--- config.mk ---
export PLATFORM = sky130hd
export DESIGN_NAME = tlc_cell
export DESIGN_NICKNAME = d
export VERILOG_FILES = /design/src/rtl/core/tlc_pkg.sv /design/src/rtl/core/tlc_cell.sv
export SDC_FILE = /design/constraint.sdc
export NUM_CORES = 1
export LEC_CHECK = 0
export ABC_AREA = 1
export BUFFER_PORTS_ARGS = -buffer_cell sky130_fd_sc_hd__buf_4
export CORE_MARGIN = 3
export CORE_UTILIZATION = 44
export DETAILED_ROUTE_END_ITERATION = 10
export PLACE_DENSITY_LB_ADDON = 0.08
export SYNTH_ARGS = -nofsm -noshare
export SYNTH_HDL_FRONTEND = slang
export SYNTH_SLANG_ARGS = --single-unit
--- constraint.sdc ---
create_clock -name clk -period 3.6 [get_ports clk]
set_input_delay 0.18 -clock clk [delete_from_list [all_inputs] [get_ports clk]]
set_output_delay 0.18 -clock clk [all_outputs]
set_load 0.05 [all_outputs]
--- src/rtl/core/tlc_pkg.sv ---
// Tile LRU cache package: shared widths, request codes, FSM states and beat structs.
// No dependencies; compile first.
`default_nettype none

package tlc_pkg;

  localparam int ENTRIES_DEF    = 64;
  localparam int COORD_BITS_DEF = 20;

  localparam int TILE_W  = 20;  // port width of tile_x / tile_y
  localparam int ZOOM_W  = 5;
  localparam int FRAME_W = 32;
  localparam int SLOT_W  = 6;
  localparam int COUNT_W = 7;

  typedef enum logic [1:0] {
    REQ_TICK    = 2'd0,
    REQ_LOOKUP  = 2'd1,
    REQ_INSTALL = 2'd2
  } req_code_t;

  typedef enum logic [1:0] {
    ST_IDLE,
    ST_SCAN,
    ST_DONE
  } state_t;

  typedef struct packed {
    logic [1:0]        req_type;
    logic [TILE_W-1:0] tile_x;
    logic [TILE_W-1:0] tile_y;
    logic [ZOOM_W-1:0] tile_zoom;
  } req_t;

  typedef struct packed {
    logic               hit;
    logic [SLOT_W-1:0]  slot;
    logic               evicted;
    logic [TILE_W-1:0]  evicted_x;
    logic [TILE_W-1:0]  evicted_y;
    logic [ZOOM_W-1:0]  evicted_zoom;
    logic [COUNT_W-1:0] valid_count;
  } rsp_t;

  // flags of the search token that walks the cell chain
  typedef struct packed {
    logic found;  // a valid entry matched the key
    logic free;   // an invalid slot was seen
    logic have;   // best-stamp candidate is loaded
  } scan_t;

  // entry write broadcast from the controller
  typedef struct packed {
    logic we;
    logic set_key;
  } upd_t;

endpackage

`default_nettype wire

--- src/rtl/core/tlc_cell.sv ---
// One cache entry plus one stage of the search token chain.
// Depends on tlc_pkg.
`default_nettype none

module tlc_cell #(
  parameter int ENTRIES    = tlc_pkg::ENTRIES_DEF,
  parameter int COORD_BITS = tlc_pkg::COORD_BITS_DEF,
  parameter int CELL_IDX   = 0
) (
  input  wire                         clk,
  input  wire                         rst_n,
  // broadcast key and write command
  input  wire [COORD_BITS-1:0]        key_x,
  input  wire [COORD_BITS-1:0]        key_y,
  input  wire [tlc_pkg::ZOOM_W-1:0]   key_z,
  input  tlc_pkg::upd_t               upd,
  input  wire [$clog2(ENTRIES)-1:0]   upd_idx,
  input  wire [tlc_pkg::FRAME_W-1:0]  upd_stamp,
  // token from the previous cell
  input  tlc_pkg::scan_t              up_scan,
  input  wire [$clog2(ENTRIES)-1:0]   up_found_idx,
  input  wire [$clog2(ENTRIES)-1:0]   up_free_idx,
  input  wire [$clog2(ENTRIES)-1:0]   up_best_idx,
  input  wire [tlc_pkg::FRAME_W-1:0]  up_best_stamp,
  input  wire [COORD_BITS-1:0]        up_best_x,
  input  wire [COORD_BITS-1:0]        up_best_y,
  input  wire [tlc_pkg::ZOOM_W-1:0]   up_best_z,
  // token to the next cell, registered
  output tlc_pkg::scan_t              dn_scan,
  output logic [$clog2(ENTRIES)-1:0]  dn_found_idx,
  output logic [$clog2(ENTRIES)-1:0]  dn_free_idx,
  output logic [$clog2(ENTRIES)-1:0]  dn_best_idx,
  output logic [tlc_pkg::FRAME_W-1:0] dn_best_stamp,
  output logic [COORD_BITS-1:0]       dn_best_x,
  output logic [COORD_BITS-1:0]       dn_best_y,
  output logic [tlc_pkg::ZOOM_W-1:0]  dn_best_z
);

  localparam int IDX_W = $clog2(ENTRIES);
  localparam logic [IDX_W-1:0] MY_IDX = IDX_W'(CELL_IDX);

  logic                        valid_r;
  logic [COORD_BITS-1:0]       x_r;
  logic [COORD_BITS-1:0]       y_r;
  logic [tlc_pkg::ZOOM_W-1:0]  z_r;
  logic [tlc_pkg::FRAME_W-1:0] stamp_r;

  tlc_pkg::scan_t              scan_r, scan_nxt;
  logic [IDX_W-1:0]            found_idx_r, found_idx_nxt;
  logic [IDX_W-1:0]            free_idx_r, free_idx_nxt;
  logic [IDX_W-1:0]            best_idx_r, best_idx_nxt;
  logic [tlc_pkg::FRAME_W-1:0] best_stamp_r, best_stamp_nxt;
  logic [COORD_BITS-1:0]       best_x_r, best_x_nxt;
  logic [COORD_BITS-1:0]       best_y_r, best_y_nxt;
  logic [tlc_pkg::ZOOM_W-1:0]  best_z_r, best_z_nxt;

  logic match;
  logic take_best;
  logic wr_me;

  assign match     = valid_r && (x_r == key_x) && (y_r == key_y) && (z_r == key_z);
  assign take_best = valid_r && (!up_scan.have || (stamp_r < up_best_stamp));
  assign wr_me     = upd.we && (upd_idx == MY_IDX);

  // fold this entry into the token
  always_comb begin
    scan_nxt       = up_scan;
    found_idx_nxt  = up_found_idx;
    free_idx_nxt   = up_free_idx;
    best_idx_nxt   = up_best_idx;
    best_stamp_nxt = up_best_stamp;
    best_x_nxt     = up_best_x;
    best_y_nxt     = up_best_y;
    best_z_nxt     = up_best_z;
    if (match && !up_scan.found) begin
      scan_nxt.found = 1'b1;
      found_idx_nxt  = MY_IDX;
    end
    if (!valid_r && !up_scan.free) begin
      scan_nxt.free = 1'b1;
      free_idx_nxt  = MY_IDX;
    end
    if (take_best) begin
      scan_nxt.have  = 1'b1;
      best_idx_nxt   = MY_IDX;
      best_stamp_nxt = stamp_r;
      best_x_nxt     = x_r;
      best_y_nxt     = y_r;
      best_z_nxt     = z_r;
    end
  end

  always_ff @(posedge clk) begin
    if (!rst_n) begin
      valid_r <= 1'b0;
      scan_r  <= '0;
    end else begin
      scan_r <= scan_nxt;
      if (wr_me) begin
        valid_r <= 1'b1;
      end
    end
  end

  always_ff @(posedge clk) begin
    found_idx_r  <= found_idx_nxt;
    free_idx_r   <= free_idx_nxt;
    best_idx_r   <= best_idx_nxt;
    best_stamp_r <= best_stamp_nxt;
    best_x_r     <= best_x_nxt;
    best_y_r     <= best_y_nxt;
    best_z_r     <= best_z_nxt;
    if (wr_me) begin
      stamp_r <= upd_stamp;
      if (upd.set_key) begin
        x_r <= key_x;
        y_r <= key_y;
        z_r <= key_z;
      end
    end
  end

  assign dn_scan       = scan_r;
  assign dn_found_idx  = found_idx_r;
  assign dn_free_idx   = free_idx_r;
  assign dn_best_idx   = best_idx_r;
  assign dn_best_stamp = best_stamp_r;
  assign dn_best_x     = best_x_r;
  assign dn_best_y     = best_y_r;
  assign dn_best_z     = best_z_r;

endmodule

`default_nettype wire

==> results.toml <==
[critical_path]
critPathRequiredTime_ps = 3910
critPathMaxStageDelay_ps = 530
crit_arrival_ps = 2870
path_cells = "dlygate4sd3_1, buf_4, inv_1, ha_1, a21oi_1, nor2_1, nor3_1, nand2_1, nand2_1, nand2_1, nand2_1, nand2_1, nand2_4, nand2_4, nand2_1, nand2_1"
cpMostUsedCell = "nand2_1"
cp_top_family = "simple AND/OR/NAND/NOR gates"
crit_type = "primary input to flip-flop"
rr_worst_depth = 13
slowest_stage = "dlygate4sd3_1"
cp_max_fo = 77
cp_num_cells = 16
cp-start-kind = "primary input"
critPathCaptureType = "flip-flop"
crit_buf_inv = 3

[clock_tree]
cts_num_sinks = 176
postCtsResizedCells = 0
cts_buffer_depth = 2
root_buffer = "clkbuf_16"
clkLatencyLatePin_ps = 430
h-tree-depth = 4
clk_pin_slew_worst_paths_ps = 60
cts_tree = "built"
cts_buffers = 17

[synth]
yosysUniqueCellTypes = 27
ys_seq_area_share_pct = 60.39
synth_area_sq_um = 7111
synth_edf_count = 77
netlist_instances = 739
syn_area_per_cell_sq_um = 9.622
synthArstFlopShare_pct = 0
ys_warn_count = 0
synth_seq_cells = 176
yosys_most_used_dff = "dfxtp_1"
synthesis.nets = 955

[pwr]
seqPwrFrac_pct = 45.8
power_w = 0.004747
p_comb_share_pct = 17.3
power.switching_w = 0.001194
power_density_nw_per_um2 = 408.8
irDropWorstVdd_mv = 0.3788
cellLeakagePower_nw = 5.615
p_int_w = 0.003553
p_clk_share_pct = 36.9
swShare_pct = 25.16

[die]
core-area_sq_um = 15480
die_x_microns = 133.1
start_util_pct = 45.92
row_count = 45
die_h_microns = 133.1
ioPinCount = 283
dieArea_sq_um = 17720

[sta]
finalCritPeriodShare_pct = 71.25
clock-skew-final_ps = 9.849
period_needed_ps = 2565
setup_viol = 0
max_freq_mhz = 389.9
rsz0062_at_grt = "false"
fin_hold_ws_ps = 13.30
tightestPinTransition_ps = 919.7
hold_viol_final = 0
fin_tns_setup_ps = 0
finalMaxSlewViolations = 0
slew-limit-headroom_pct = 38.69

[routing]
drt_wl_total_microns = 21670
vias = 6659
dr.pass1.iters = 5
drt_iter0_drc = 318
postRouteAntennaNets = 0
wl_per_cell_microns = 15.37
drc_errors = 0
via_per_inst = 4.723

[global_route]
antenna_found_initial = 0
overflow = 0
grt_usage_pct = 24.63
grt_pass1_vias = 7106
grt_pass1_wl_microns = 34650
grt_max_degree = 78

[flow_run]
cap_violations = 0

[cells_and_area]
antennaDiodeCount = 0
areaGrowthSynthToFinish_pct = 63.31
fin_cells = 1410
drive_above_1_share_pct = 27.44
nets = 1402

[worst_hold_path]
hp-class = "primary input to flip-flop"
hold_depth = 3

[placed_design]
placedCellCount = 1210
io_buffers = 282
place.gp.congestion = 0.8065
post-dp-hpwl_microns = 14110

[status]
status = "finished, final reports clean"
-- path summary, 6_finish.rpt --
kind,to,from,slack [ps]
min reg2reg,dn_best_stamp[30]$_DFF_P_,stamp_r[30]$_DFFE_PP_,500
max,dn_best_y[16]$_DFF_P_,up_best_stamp[5],1040
min,dn_scan[0]$_SDFF_PN0_,up_scan[0],10
max reg2reg,dn_best_y[16]$_DFF_P_,stamp_r[5]$_DFFE_PP_,1050
-- layer usage --
metal / track usage [%] / wire [microns]
met1: 27.15 / 8253
met2: 44.61 / 11300
met3: 6.760 / 1468
met4: 10.40 / 654
met5: 0 / 0
-- synthesized netlist by cell type, types with 11 or more instances --
master    instances  area (sq um)
nor2_1           32         120.1
a21oi_1          17         85.08
o21ai_0          15         75.07
nand2_1         211         792.0
nand2_2          11         68.82
inv_1            84         315.3
ha_1             31         387.9
edfxtp_1         77          2312
nand3_1          82         410.4
xor2_1           12         105.1
dfxtp_1          99          1982
-- final cells by class --
| class | instances | area (sq um) |
|---|---|---|
| Timing Repair Buffer | 455 | 3836 |
| Sequential cell | 176 | 4298 |
| Tap cell | 211 | 264.0 |
| Clock inverter | 5 | 26.28 |
| Inverter | 84 | 315.3 |
| Fill cell | 1045 | 3871 |
| Clock buffer | 27 | 535.5 |
| Multi-Input combinational cell | 452 | 2337 |
-- cells in the final DEF (no fill, tap or decap), drive strengths merged, types with 27 or more instances in the layout --
cell           n
buf          287
nand2        223
dlygate4sd3  168
dfxtp         99
inv           85
nand3         82
edfxtp        77
nor2          32
ha            31
clkbuf        27
-- what timing repair did --
action / in CTS / in global routing
endpoints found under the hold margin: 168 / 0
setup buffers: 0 / 0
hold buffers: 168 / 0
-- flip-flops by register name, summed over array words and instances, names as in the netlist --
signal         count
dn_best_y         20
dn_scan            3
y_r               20
stamp_r           32
dn_free_idx        6
dn_found_idx       6
z_r                5
dn_best_idx        6
dn_best_x         20
x_r               20
dn_best_stamp     32
valid_r            1
dn_best_z          5
-- stage by stage --
stage	utilization (%)	setup WS, ps	area [sq um]
finish	75.00	1035	11610
global route	75.00	693.4	11610
CTS	75.00	1038	11610
detailed placement	60.51	1056	9369
global placement	60.51	1104	9369
floorplan	-	545.3	7113
-- cell families after synthesis --
group / after synthesis / share of synthesized area (%)
and+or+nand+nor: 358 / 21.49
DFF: 176 / 60.39
buffers and inverters: 111 / 6.915
AOI/OAI and AO/OA: 44 / 3.414
adders and majority gates: 31 / 5.455
xor gates and xnor gates: 19 / 2.340
-- power groups by stage --
| stage | clock (W) | sequential, W | combinational, W |
|---|---|---|---|
| 2_1_floorplan | 0 | 0.00244 | 0.000133 |
| 3_3_place_gp | 0 | 0.00221 | 0.000652 |
| 3_5_place_dp | 0 | 0.00222 | 0.000660 |
| 4_1_cts | 0.00178 | 0.00217 | 0.000815 |
| 5_1_grt | 0.00186 | 0.00218 | 0.000877 |
| 6_report | 0.00175 | 0.00217 | 0.000819 |
-- worst register-to-register path: cells and delay by family (launching register included) --
kind / cells / cell delay [ps]
AOI/OAI and AO/OA: 1 / 130
adders and majority gates: 1 / 310
DFF: 1 / 400
and+or+nand+nor: 11 / 1590
No activity file was read; power rests on OpenSTA's default activity.
